==> src/rtl/strmq_pkg.sv <==
// Shared types, constants and helpers of the sparse-table range-minimum engine.
// Used by every file under rtl except strmq_ram; depends on nothing.
`timescale 1ns / 1ps

package strmq_pkg;

  localparam int unsigned DefMaxElements = 1024;
  localparam int unsigned DefLevels      = 11;

  localparam int unsigned PosW   = 10;
  localparam int unsigned KeyW   = 32;
  localparam int unsigned TagW   = 16;
  localparam int unsigned EntryW = KeyW + TagW;
  localparam int unsigned LenW   = PosW + 1;
  localparam int unsigned KW     = 4;

  localparam logic [KeyW-1:0] KeyBias = 32'h8000_0000;

  typedef enum logic [3:0] {
    ST_IDLE,
    ST_B_CHK,
    ST_B_RDA,
    ST_B_RDB,
    ST_B_WR,
    ST_Q_EVAL,
    ST_Q_RDA,
    ST_Q_RDB,
    ST_Q_CAP,
    ST_Q_OUT
  } ctrl_state_e;

  typedef enum logic [1:0] {
    RD_BLD_A,
    RD_BLD_B,
    RD_QRY_A,
    RD_QRY_B
  } rd_sel_e;

  typedef struct packed {
    logic    load_wr;
    logic    qry_cap;
    logic    bld_init;
    logic    lvl_next;
    logic    hold_cap;
    logic    best_cap;
    logic    bld_wr;
    logic    bld_done;
    logic    qry_eval;
    logic    out_load;
    rd_sel_e rd_sel;
  } dp_cmd_t;

  typedef struct packed {
    logic is_query;
    logic pos_ok;
    logic last;
    logic entry_ok;
    logic lvl_last;
    logic qry_err;
    logic out_free;
  } dp_sts_t;

  // entries hold the key with its sign bit flipped, so an unsigned compare is the pair order
  function automatic logic [EntryW-1:0] pair_min(input logic [EntryW-1:0] a,
                                                 input logic [EntryW-1:0] b);
    return (a < b) ? a : b;
  endfunction

endpackage

==> src/rtl/strmq_ctrl.sv <==
// Sequencer of the range-minimum engine: request intake, table build walk, query steps.
// Depends on strmq_pkg; drives strmq_dpath through command and status structs.
`timescale 1ns / 1ps

module strmq_ctrl (
  input  logic                clk_i,
  input  logic                rst_ni,
  input  logic                in_valid_i,
  output logic                in_ready_o,
  input  strmq_pkg::dp_sts_t  sts_i,
  output strmq_pkg::dp_cmd_t  cmd_o
);

  strmq_pkg::ctrl_state_e state_q, state_d;

  always_ff @(posedge clk_i or negedge rst_ni) begin
    if (!rst_ni) begin
      state_q <= strmq_pkg::ST_IDLE;
    end else begin
      state_q <= state_d;
    end
  end

  always_comb begin
    state_d    = state_q;
    in_ready_o = 1'b0;
    cmd_o      = '0;
    cmd_o.rd_sel = strmq_pkg::RD_BLD_A;
    case (state_q)
      strmq_pkg::ST_IDLE: begin
        in_ready_o = 1'b1;
        if (in_valid_i) begin
          if (sts_i.is_query) begin
            cmd_o.qry_cap = 1'b1;
            state_d       = strmq_pkg::ST_Q_EVAL;
          end else if (sts_i.pos_ok) begin
            cmd_o.load_wr = 1'b1;
            if (sts_i.last) begin
              cmd_o.bld_init = 1'b1;
              state_d        = strmq_pkg::ST_B_CHK;
            end
          end
        end
      end
      strmq_pkg::ST_B_CHK: begin
        if (sts_i.entry_ok) begin
          state_d = strmq_pkg::ST_B_RDA;
        end else if (sts_i.lvl_last) begin
          cmd_o.bld_done = 1'b1;
          state_d        = strmq_pkg::ST_IDLE;
        end else begin
          cmd_o.lvl_next = 1'b1;
        end
      end
      strmq_pkg::ST_B_RDA: begin
        cmd_o.rd_sel = strmq_pkg::RD_BLD_A;
        state_d      = strmq_pkg::ST_B_RDB;
      end
      strmq_pkg::ST_B_RDB: begin
        cmd_o.rd_sel   = strmq_pkg::RD_BLD_B;
        cmd_o.hold_cap = 1'b1;
        state_d        = strmq_pkg::ST_B_WR;
      end
      strmq_pkg::ST_B_WR: begin
        cmd_o.bld_wr = 1'b1;
        state_d      = strmq_pkg::ST_B_CHK;
      end
      strmq_pkg::ST_Q_EVAL: begin
        cmd_o.qry_eval = 1'b1;
        state_d = sts_i.qry_err ? strmq_pkg::ST_Q_OUT : strmq_pkg::ST_Q_RDA;
      end
      strmq_pkg::ST_Q_RDA: begin
        cmd_o.rd_sel = strmq_pkg::RD_QRY_A;
        state_d      = strmq_pkg::ST_Q_RDB;
      end
      strmq_pkg::ST_Q_RDB: begin
        cmd_o.rd_sel   = strmq_pkg::RD_QRY_B;
        cmd_o.hold_cap = 1'b1;
        state_d        = strmq_pkg::ST_Q_CAP;
      end
      strmq_pkg::ST_Q_CAP: begin
        cmd_o.best_cap = 1'b1;
        state_d        = strmq_pkg::ST_Q_OUT;
      end
      strmq_pkg::ST_Q_OUT: begin
        if (sts_i.out_free) begin
          cmd_o.out_load = 1'b1;
          state_d        = strmq_pkg::ST_IDLE;
        end
      end
      default: begin
        state_d = strmq_pkg::ST_IDLE;
      end
    endcase
  end

  a_out_load_free: assert property (@(posedge clk_i) disable iff (!rst_ni)
    cmd_o.out_load |-> sts_i.out_free)
    else $error("result loaded while output register still occupied");

  a_last_starts_build: assert property (@(posedge clk_i) disable iff (!rst_ni)
    (in_valid_i && in_ready_o && !sts_i.is_query && sts_i.pos_ok && sts_i.last)
    |=> (state_q == strmq_pkg::ST_B_CHK))
    else $error("final load did not start the build walk");

endmodule

==> config.mk <==
export PLATFORM = sky130hd
export DESIGN_NAME = strmq_ctrl
export DESIGN_NICKNAME = d
export VERILOG_FILES = /design/src/rtl/strmq_pkg.sv /design/src/rtl/strmq_ctrl.sv
export SDC_FILE = /design/constraint.sdc
export NUM_CORES = 1
export LEC_CHECK = 0
export ABC_AREA = 0
export BUFFER_PORTS_ARGS = -buffer_cell sky130_fd_sc_hd__buf_2
export CAP_MARGIN = 20
export CORE_AREA = 2 2 39 41
export DETAILED_ROUTE_END_ITERATION = 16
export DIE_AREA = 0 0 41 43
export HOLD_SLACK_MARGIN = 0.06
export MAX_ROUTING_LAYER = met4
export PLACE_DENSITY = 0.7
export REMOVE_ABC_BUFFERS = 1
export SLEW_MARGIN = 10
export SYNTH_ARGS = -nofsm -noshare
export SYNTH_HDL_FRONTEND = slang
export SYNTH_SLANG_ARGS = --single-unit
==> constraint.sdc <==
create_clock -name clk_i -period 4.8 [get_ports clk_i]
set_clock_uncertainty 0.2 [all_clocks]
set_input_delay 0.96 -clock clk_i [delete_from_list [all_inputs] [get_ports clk_i]]
set_output_delay 0.96 -clock clk_i [all_outputs]
set_load 0.02 [all_outputs]
# --- Yosys cells after proc, flatten, opt, wreduce, memory -nomap -nowiden ---
# Cells that the tools add are included.
classes:
  n_eq_ne: 14
  n_mux: 31
  reduce_logical: 3
ops:
  columns: ["op", "count"]
  rows:
  - ["4-bit case mux with 10 select lines", 1]
  - ["4-bit two-way mux", 8]
  - ["1-bit two-way mux", 19]
  - ["4-bit by 3-bit == test with 1-bit output (second input constant)", 4]
  - ["3-bit inequality test (second input constant)", 3]
  - ["4-bit by 2-bit == test with 1-bit output (second input constant)", 2]
  - ["4-bit == test (second input constant)", 2]
  - ["3-bit two-way mux", 2]
  - ["2-bit case mux with 3 select lines", 1]
  - ["5-bit AND reduction", 1]
  - ["4-bit by 1-bit == test with 1-bit output (second input constant)", 1]
  - ["4-bit logical NOT", 1]
  - ["2-bit inequality test (second input constant)", 2]
  - ["2-bit OR reduction", 1]
totals:
  ff_bits: 4
  in_bits: 10

# --- Depth between registers and ports, before layout ---
# Gate-level depths: netlist of the first run.
logic_depth:
  word_depth: 5
  depth_mapped: 5
  depth_no_buf: 4

# --- Worst setup path before layout of the first run ---
# Ideal clock, no wire load.
synth_timing:
  path_kind: "register -> output"
  startpoint: "register state_q[1]"
  endpoint: "output cmd_o[11] (netlist name)"
  arrival_ns: 1.716
  slack_ns: 1.924
  path_stages_with_launch: 4
  path_buffers: 0
  path_cell_list: "dfrtp_1 -> nor4_2 -> nand2_1 -> nor3b_1"
synth_lines:
  columns: ["element", "line", "source"]
  rows:
  - ["start: declaration", "strmq_ctrl.sv:14", "strmq_pkg::ctrl_state_e state_q, state_d;"]
  - ["start signal: assignment", "strmq_ctrl.sv:18", "state_q <= strmq_pkg::ST_IDLE;"]
  - ["start signal: assignment", "strmq_ctrl.sv:20", "state_q <= state_d;"]
  - ["end: declaration", "strmq_ctrl.sv:11", "output strmq_pkg::dp_cmd_t cmd_o"]

==> impl_metrics.csv, run 1 <==
group,metric,value,unit
critical_path,path_cells,"or4b_4, nor3_4, buf_2",
placement,io_buffer_count,22,
critical_path,endpoint_kind,"output port",
critical_path,critPathBufInv,1,
critical_path,cp-startpoint,"state_q[1]$_DFFE_PN0P_",
layout,final_common_cell,"buf_2",
floorplanning,die_width,41,microns
timing,fin_crit,2.90,ns
layout,most-common-layout-cells,"buf_2 (22), nor2_1 (5), o21ai_0 (4), a21oi_1 (4), dfrtp_1 (4)",
clocking,cts_tree,"done",
logic_synthesis,synth.distinct_cells,28,
critical_path,max_stage_delay,0.61,ns
layout,fin_cells,88,
layout,largest_register_ffs,4,
route,drt-total-wl,971,microns
logic_synthesis,synth_seq_cells,4,
global_routing,antenna_found_initial,0,
route,avgViaCountPerCell,5.06,
status,status,"finished clean",
clocking,ctsHoldBuffers,0,
global_routing,grt_pass1_wl,1460,microns
timing,slew_violations,0,
timing,whs,0.315,ns
clocking,cts_setup_buffers,0,
route,drt_iter0_drc,2,
clocking,clockBufferDepth,2,
placement,dpl.hpwl,680,microns
run,cap_violations,0,
timing,hold_viol,0,
logic_synthesis,async_flop_share,100,%
clocking,cts_buffers,3,
floorplanning,io_pins,23,
critical_path,r2r-start,"state_q[1]$_DFFE_PN0P_",
critical_path,critPathSlowestCell,"or4b_4",
logic_synthesis,syn_area_per_cell,8.00,sq um
floorplanning,fp.dieH,43,microns
layout,regMostFlops,"state_q",
power_and_ir_drop,leakagePower,0.289,nW
logic_synthesis,yosysSeqAreaShare,24.5,%
clocking,root_buffer,"clkbuf_4",
layout,diodes,0,
floorplanning,core,1380,sq um
critical_path,path_max_fanout,13,
timing,fin_tns_setup,0,ns
critical_path,worstPathRequired,3.64,ns
logic_synthesis,syn_area,408,sq um
timing,tightest_slew,0.461,ns
route,drtAntennaViolNets,0,
layout,top_regs,"state_q (4)",
clocking,clock_latency,0.24,ns
timing,setup-violations-final,0,
logic_synthesis,yosys_warnings,0,
power_and_ir_drop,powerDensity,601,nW/um^2
layout,drive_gt1_share,38.9,%
critical_path,crit_path_start_kind,"register",
route,wl_per_cell,11.0,microns
route,vias,445,
timing,fmax,344,MHz
route,drt_pre_antenna_iters,4,
global_routing,grt.total_usage,12.6,%
critical_path,path_class,"reg2out",
layout,fin_nets,84,
logic_synthesis,synth_cells,51,
critical_path,crit_arrival,1.74,ns
floorplanning,fp-row-count,14,
timing,slew_headroom,69.3,%
power_and_ir_drop,ir_worst_vdd,188,uV
clocking,ctsResizeCount,0,
floorplanning,start_util,29.5,%
global_routing,grt_pass1_vias,368,
hold_path,hold_class,"in2async",
critical_path,crit_family,"simple AND/OR/NAND/NOR gates",
logic_synthesis,synth_edf_count,0,
clocking,h-tree-depth,1,
placement,place_congestion,0.853,
logic_synthesis,ys.flop_type,"dfrtp_1",
layout,postLayoutCoreUtil,39.2,%
floorplanning,die-area,1760,sq um
global_routing,grt_max_degree,17,
route,drc_errors,0,
timing,rsz0062_at_grt,"no",
clocking,clk_pin_slew,0.04,ns
timing,fin_ws,1.90,ns
global_routing,gr-total-overflow,0,
layout,synthToLayoutAreaGrowth,32.8,%
timing,fin_crit_sh,60.5,%
clocking,cts.sinks,4,
placement,dp_worst_setup_slack,2.12,ns
placement,post-place-cells,85,
-- layer usage --
metal / track usage [%] / wire (microns)
met5: - / 0
met4: 10.0 / 0
met3: 1.57 / 45
met2: 17.5 / 497
met1: 15.6 / 428
-- worst register-to-register path: stages (launching register included) --
cell and delay (ns):
dfrtp_1 0.51, or4b_4 0.61, nor3_4 0.18, a21oi_1 0.06
o22a_1 0.20
-- where the power goes --
group	leakage, nW	switching [mW]	internal (mW)
clock	0.0138	0.0140	0.0280
sequential	0.0506	0.0553	0.0487
combinational	0.225	0.0899	0.0898
-- metrics by stage --
step / power [mW] / cell area [sq um]
2_1_floorplan: 0.229 / 389
3_3_place_gp: 0.281 / 519
3_5_place_dp: 0.283 / 519
4_1_cts: 0.329 / 542
5_1_grt: 0.351 / 542
6_report: 0.326 / 542
-- area by class of cell --
| type | count | area, sq um |
|---|---|---|
| fillers | 145 | 842 |
| inverters | 1 | 3.75 |
| well taps | 16 | 20.0 |
| repair buffers | 22 | 110 |
| clock buffers | 3 | 22.5 |
| multi-input cells | 42 | 285 |
| flip-flops and latches | 4 | 100 |
-- worst paths after layout --
check                                    endpoint  slack, ns  cells past startpoint
min in group clk_i         state_q[1]$_DFFE_PN0P_       0.54                      1
min reg2reg                state_q[1]$_DFFE_PN0P_       0.54                      1
max reg2reg                state_q[3]$_DFFE_PN0P_       2.92                      4
min                        state_q[1]$_DFFE_PN0P_       0.31                      1
max                                      cmd_o[8]       1.90                      3
max in group asynchronous  state_q[2]$_DFFE_PN0P_       3.96                      1
-- cells by family (layout without fill, tap and decap cells) --
kind of cell / after synthesis / after routing / synth area share [%]
DFF: 4 / 4 / 24.5
buffers and inverters: 5 / 26 / 5.52
AOI/OAI and AO/OA: 13 / 13 / 20.2
and+or+nand+nor: 28 / 28 / 47.5
xor gates and xnor gates: 1 / 1 / 2.15
-- synthesized netlist by cell type (all sizes together) (2+ instances only) --
cell type  n  area (sq um)
nor2       5          18.8
a21oi      4          20.0
dfrtp      4           100
o21ai      4          20.0
buf        3          15.0
nand2      3          11.3
nor2b      3          18.8
nor3       3          26.3
and3       2          12.5
and3b      2          17.5
nor3b      2          15.0
No activity file was read; power rests on OpenSTA's default activity.
==> run 2: changes to the inputs <==
Settings changed: ABC_AREA 0 to 1, PLACE_DENSITY 0.7 to 0.69.
Clock period 4.8 ns to 2.7 ns, I/O delays scaled along.
==> run 2 against run 1 <==
  * Count of clock-buffer cells in the layout stayed put
  * Sequential power is 23% higher
  * Global-route usage is 0.39 points lower
  * Via count is 6.7% higher
  * Largest cell class unchanged
  * Register-to-register slack worse by 1.6 ns
  * Clock power is 78% higher
  * Routed wire length is 6.3% lower
  * Sequential share of layout area is 0.46 points lower
  * Die area stayed put
  * Critical path type unchanged
  * Combinational power is 110% higher
==> impl_metrics.csv, run 2 <==
group,metric,value,unit
critical_path,endpoint_kind,"output port",
global_routing,antenna_found_initial,0,
clocking,root_buffer,"clkbuf_4",
clocking,clock_latency,0.24,ns
clocking,ctsResizeCount,0,
power_and_ir_drop,switching_share,55.1,%
placement,place_congestion,0.798,
critical_path,cp-startpoint,"state_q[1]$_DFFE_PN0P_",
clocking,clk_pin_slew,0.04,ns
logic_synthesis,yosysSeqAreaShare,25.5,%
logic_synthesis,syn_area,393,sq um
timing,tightest_slew,0.247,ns
layout,drive_gt1_share,37.9,%
timing,rsz0062_at_grt,"no",
route,vias,475,
critical_path,path_class,"reg2out",
critical_path,max_stage_delay,0.43,ns
floorplanning,core,1380,sq um
timing,fmax,463,MHz
clocking,cts_buffers,3,
power_and_ir_drop,clockPowerShare,12.8,%
global_routing,grt_pass1_wl,1480,microns
placement,placed_area,523,sq um
floorplanning,fp.dieH,43,microns
logic_synthesis,synthTopCellsByCount,"nor2_1 (16), nand2_1 (15), inv_1 (10)",
logic_synthesis,yosysMostFrequentCell,"nor2_1",
route,drc_errors,0,
logic_synthesis,synth_seq_cells,4,
timing,whs,0.364,ns
logic_synthesis,ys.flop_type,"dfrtp_1",
route,drtAntennaViolNets,0,
placement,dpl.hpwl,787,microns
hold_path,hp-start,"sts_i[3]",
critical_path,crit_family,"simple AND/OR/NAND/NOR gates",
floorplanning,io_pins,23,
clocking,h-tree-depth,1,
critical_path,crit_path_start_kind,"register",
critical_path,path_max_fanout,6,
layout,diodes,0,
floorplanning,fp-row-count,14,
power_and_ir_drop,switchingPower,0.321,mW
layout,regMostFlops,"state_q",
floorplanning,die_width,41,microns
route,drt_pre_antenna_iters,3,
logic_synthesis,syn_area_per_cell,5.69,sq um
layout,synthToLayoutAreaGrowth,41.4,%
global_routing,grt_max_degree,7,
critical_path,critPathBufInv,1,
power_and_ir_drop,p_comb_share,65.2,%
critical_path,r2r_slack,1.28,ns
logic_synthesis,yosys_warnings,0,
layout,largest_register_ffs,4,
timing,setup-violations-final,0,
floorplanning,start_util,28.4,%
layout,fin_area,556,sq um
timing,fin_crit,2.16,ns
logic_synthesis,yosys.area.top_type,"dfrtp_1",
clocking,cts_tree,"done",
timing,fin_crit_sh,80.0,%
layout,top_regs,"state_q (4)",
power_and_ir_drop,pwr-share-seq,22.0,%
run,cap_violations,0,
layout,most-common-layout-cells,"buf_2 (22), nor2_1 (16), nand2_1 (15)",
logic_synthesis,async_flop_share,100,%
critical_path,r2r-start,"state_q[1]$_DFFE_PN0P_",
status,status,"finished clean",
power_and_ir_drop,ir_worst_vdd,349,uV
hold_path,hold_class,"in2reg",
route,drt_iter0_drc,5,
layout,fin_nets,107,
route,avgViaCountPerCell,4.28,
power_and_ir_drop,leakagePower,0.354,nW
route,drt-total-wl,910,microns
global_routing,grt.total_usage,12.2,%
power_and_ir_drop,internal_power,0.262,mW
layout,final_common_cell,"buf_2",
timing,slew_headroom,83.5,%
global_routing,gr-total-overflow,0,
critical_path,path_cells,"nor2_1, nand2_2, nor3b_1, buf_2",
logic_synthesis,synth_cells,69,
timing,fin_tns_setup,0,ns
placement,io_buffer_count,22,
clocking,clockBufferDepth,2,
clocking,cts.sinks,4,
logic_synthesis,synth.distinct_cells,16,
logic_synthesis,synth_edf_count,0,
logic_synthesis,synth_top_area_share,25.5,%
clocking,cts_setup_buffers,0,
logic_synthesis,synthTopCellsByArea,"dfrtp_1 (25%), nor2_1 (15%), nand2_1 (14%), inv_1 (9.6%), nand3_1 (8.9%)",
floorplanning,die-area,1760,sq um
route,wl_per_cell,8.20,microns
power_and_ir_drop,total_power,0.583,mW
critical_path,critPathSlowestCell,"dfrtp_1",
timing,slew_violations,0,
timing,hold_viol,0,
critical_path,crit_arrival,1.42,ns
critical_path,worstPathRequired,1.96,ns
global_routing,grt_pass1_vias,414,
power_and_ir_drop,powerDensity,1050,nW/um^2
[run 2: layer usage]
metal  vias up  part of all wire [%]  GRT usage, %
met2        18                    44          20.6
li1        265                     -             -
met3         2                   6.6             0
met5         -                     0             -
met1       190                    47          14.1
met4         0                   2.2          6.00
[run 2: repair_timing]
action                                 in CTS  in global routing
setup endpoints to repair                   0                  0
hold buffers                                1                  0
endpoints found under the hold margin       4                  0
[run 2: area by class of cell]
type                    instances  area [sq um]
well taps                      16          20.0
flip-flops and latches          4           100
fillers                       158           828
clock buffers                   3          22.5
repair buffers                 23           120
inverters                      14          52.6
multi-input cells              51           240
[run 2: path summary, 6_finish.rpt]
path                                           to  depth (start not counted)
setup reg to reg           state_q[0]$_DFFE_PN0P_                          6
max in group asynchronous  state_q[0]$_DFFE_PN0P_                          2
hold / removal             state_q[1]$_DFFE_PN0P_                          3
hold reg to reg            state_q[1]$_DFFE_PN0P_                          3
min in group asynchronous  state_q[3]$_DFFE_PN0P_                          2
setup / recovery                         cmd_o[9]                          4
[run 2: power groups by stage]
stage / clock (mW) / combinational, mW / sequential [mW]
floorplan: 0 / 0.291 / 0.122
detailed placement: 0 / 0.380 / 0.130
CTS: 0.0767 / 0.383 / 0.129
finish: 0.0746 / 0.380 / 0.128
global placement: 0 / 0.380 / 0.129
global route: 0.0790 / 0.429 / 0.134
[run 2: worst register-to-register path: stages (launching register included)]
cell	delay (ns)
dfrtp_1	0.43
nor2_1	0.25
nand2_2	0.12
a21oi_2	0.14
nor2_1	0.06
nand2_1	0.05
nand2_1	0.05
[run 2: stage by stage]
step / cells / util (%) / setup slack [ns]
floorplan: 69 / - / 0.705
global placement: 107 / 37.8 / 0.758
detailed placement: 107 / 37.8 / 0.784
CTS: 111 / 40.1 / 0.523
global route: 111 / 40.1 / 0.394
finish: 111 / 40.1 / 0.539
[run 2: kinds of logic (layout without fill, tap and decap cells)]
kind of cell / after synthesis / in the layout / synth area share, %
buf+inv: 14 / 40 / 13.4
simple gates: 48 / 48 / 55.7
flops: 4 / 4 / 25.5
compound gates: 3 / 3 / 5.41
==> run 3: changes to the inputs <==
Clock period 2.7 ns to 2.2 ns, I/O delays scaled along.
==> run 3 against run 2 <==
  * Count of clock-buffer cells in the layout unchanged
  * Critical path depth unchanged
  * Routed wire length increased by 4.7%
  * Largest power group unchanged
  * Die area unchanged
  * First-iteration DRC count decreased by 60%
  * Clock power up 23%
  * Worst hold slack lost 0.097 ns
  * Via count increased by 3.2%
  * Utilization grew 0.36 points
  * Cell area rose by 0.90%
==> impl_metrics.csv, run 3 (synthesized netlist as in run 2, its figures left out) <==
group,metric,value,unit
status,status,"finished clean",
route,drt_iter0_drc,2,
power_and_ir_drop,p_comb_share,64.5,%
timing,rsz0062_at_grt,"no",
critical_path,path_cells,"nor2_1, nand2_2, nor3b_1, buf_2",
power_and_ir_drop,total_power,0.726,mW
clocking,cts_buffers,3,
layout,fin_area,561,sq um
power_and_ir_drop,pwr-share-seq,22.9,%
route,wl_per_cell,8.59,microns
timing,tightest_slew,0.250,ns
clocking,cts_tree,"done",
layout,top_regs,"state_q (4)",
placement,place_congestion,0.813,
critical_path,critPathSlowestCell,"dfrtp_1",
critical_path,max_stage_delay,0.44,ns
route,drtAntennaViolNets,0,
critical_path,endpoint_kind,"output port",
placement,post-place-cells,107,
placement,dpl.hpwl,822,microns
route,drc_errors,0,
power_and_ir_drop,internal_power,0.325,mW
global_routing,grt_pass1_wl,1610,microns
power_and_ir_drop,switching_share,55.2,%
power_and_ir_drop,ir_worst_vdd,429,uV
floorplanning,fp.dieH,43,microns
floorplanning,die_width,41,microns
placement,io_buffer_count,22,
hold_path,hold_class,"in2reg",
layout,regMostFlops,"state_q",
global_routing,gr-total-overflow,0,
global_routing,grt.total_usage,13.2,%
clocking,root_buffer,"clkbuf_4",
clocking,clk_pin_slew,0.03,ns
layout,most-common-layout-cells,"buf_2 (22), nor2_1 (16), nand2_1 (15)",
floorplanning,start_util,28.4,%
layout,drive_gt1_share,37.9,%
route,avgViaCountPerCell,4.41,
critical_path,worstPathRequired,1.56,ns
placement,placed_area,523,sq um
timing,fmax,489,MHz
floorplanning,io_pins,23,
clocking,h-tree-depth,1,
route,vias,490,
power_and_ir_drop,powerDensity,1300,nW/um^2
critical_path,path_class,"reg2out",
power_and_ir_drop,leakagePower,0.356,nW
layout,fin_cells,111,
timing,fin_crit,2.05,ns
clocking,cts.sinks,4,
layout,largest_register_ffs,4,
global_routing,antenna_found_initial,0,
placement,dp_worst_setup_slack,0.386,ns
layout,diodes,0,
timing,fin_ws,0.154,ns
timing,slew_violations,0,
clocking,clockBufferDepth,2,
power_and_ir_drop,clockPowerShare,12.6,%
timing,fin_crit_sh,93.0,%
layout,synthToLayoutAreaGrowth,42.7,%
critical_path,crit_arrival,1.41,ns
global_routing,grt_pass1_vias,415,
timing,fin_tns_setup,0,ns
layout,fin_nets,107,
floorplanning,die-area,1760,sq um
power_and_ir_drop,switchingPower,0.401,mW
critical_path,path_max_fanout,6,
global_routing,grt_max_degree,7,
timing,slew_headroom,83.3,%
route,drt-total-wl,953,microns
timing,setup-violations-final,0,
clocking,clock_latency,0.24,ns
run,cap_violations,0,
route,drt_pre_antenna_iters,4,
floorplanning,core,1380,sq um
critical_path,crit_path_start_kind,"register",
timing,hold_viol,0,
layout,final_common_cell,"buf_2",
floorplanning,fp-row-count,14,
[run 3: cell counts in the layout (fill, tap and decap cells not counted)]
Identical to the previous run, type by type.
[run 3: power groups by stage]
stage,sequential (mW),combinational [mW],clock (mW)
after detailed placement,0.162,0.466,0
after floorplan,0.150,0.357,0
final,0.166,0.468,0.0915
after global placement,0.159,0.462,0
after CTS,0.161,0.469,0.0943
after global routing,0.173,0.531,0.0976
[run 3: final cells by class]
type / count / area (sq um)
well taps: 16 / 20.0
repair buffers: 23 / 120
clock buffers: 3 / 22.5
flip-flops and latches: 4 / 100
multi-input cells: 51 / 245
inverters: 14 / 52.6
fillers: 154 / 823
[run 3: worst paths after layout]
kind                                   startpoint                endpoint  slack, ns  depth (start not counted)
max in group asynchronous                  rst_ni  state_q[1]$_DFFE_PN0P_       1.34                          2
min in group asynchronous                  rst_ni  state_q[3]$_DFFE_PN0P_       0.34                          2
min reg2reg                state_q[0]$_DFFE_PN0P_  state_q[1]$_DFFE_PN0P_       0.54                          3
max                        state_q[1]$_DFFE_PN0P_                cmd_o[9]       0.15                          4
max reg2reg                state_q[1]$_DFFE_PN0P_  state_q[0]$_DFFE_PN0P_       0.79                          6
min                                      sts_i[3]  state_q[1]$_DFFE_PN0P_       0.27                          3
[run 3: worst max-delay path: cells and delay by family (launching register included)]
| kind | cells | cell delay, ns |
|---|---|---|
| buf+inv | 1 | 0.19 |
| flops | 1 | 0.44 |
| simple gates | 3 | 0.54 |
[run 3: through the flow]
stage	hold WS, ns	utilization [%]
after floorplan	-0.0556	-
after global placement	0.0494	37.8
after detailed placement	0.0488	37.8
after CTS	0.271	40.1
after global routing	0.296	40.5
final	0.266	40.5
[run 3: routing by layer]
layer	vias up	share of wire, %	track usage, %
met2	20	48	22.2
met3	2	6.5	0
met4	0	1.8	6.00
met5	-	0	-
li1	266	-	-
met1	202	44	15.7
[run 3: timing repair]
| item | CTS | global route |
|---|---|---|
| endpoints found under the setup margin | 0 | 1 |
| hold buffers | 1 | 0 |
| buffers inserted | 0 | 0 |
| gates resized for setup | 0 | 1 |
| hold endpoints to repair | 4 | 0 |
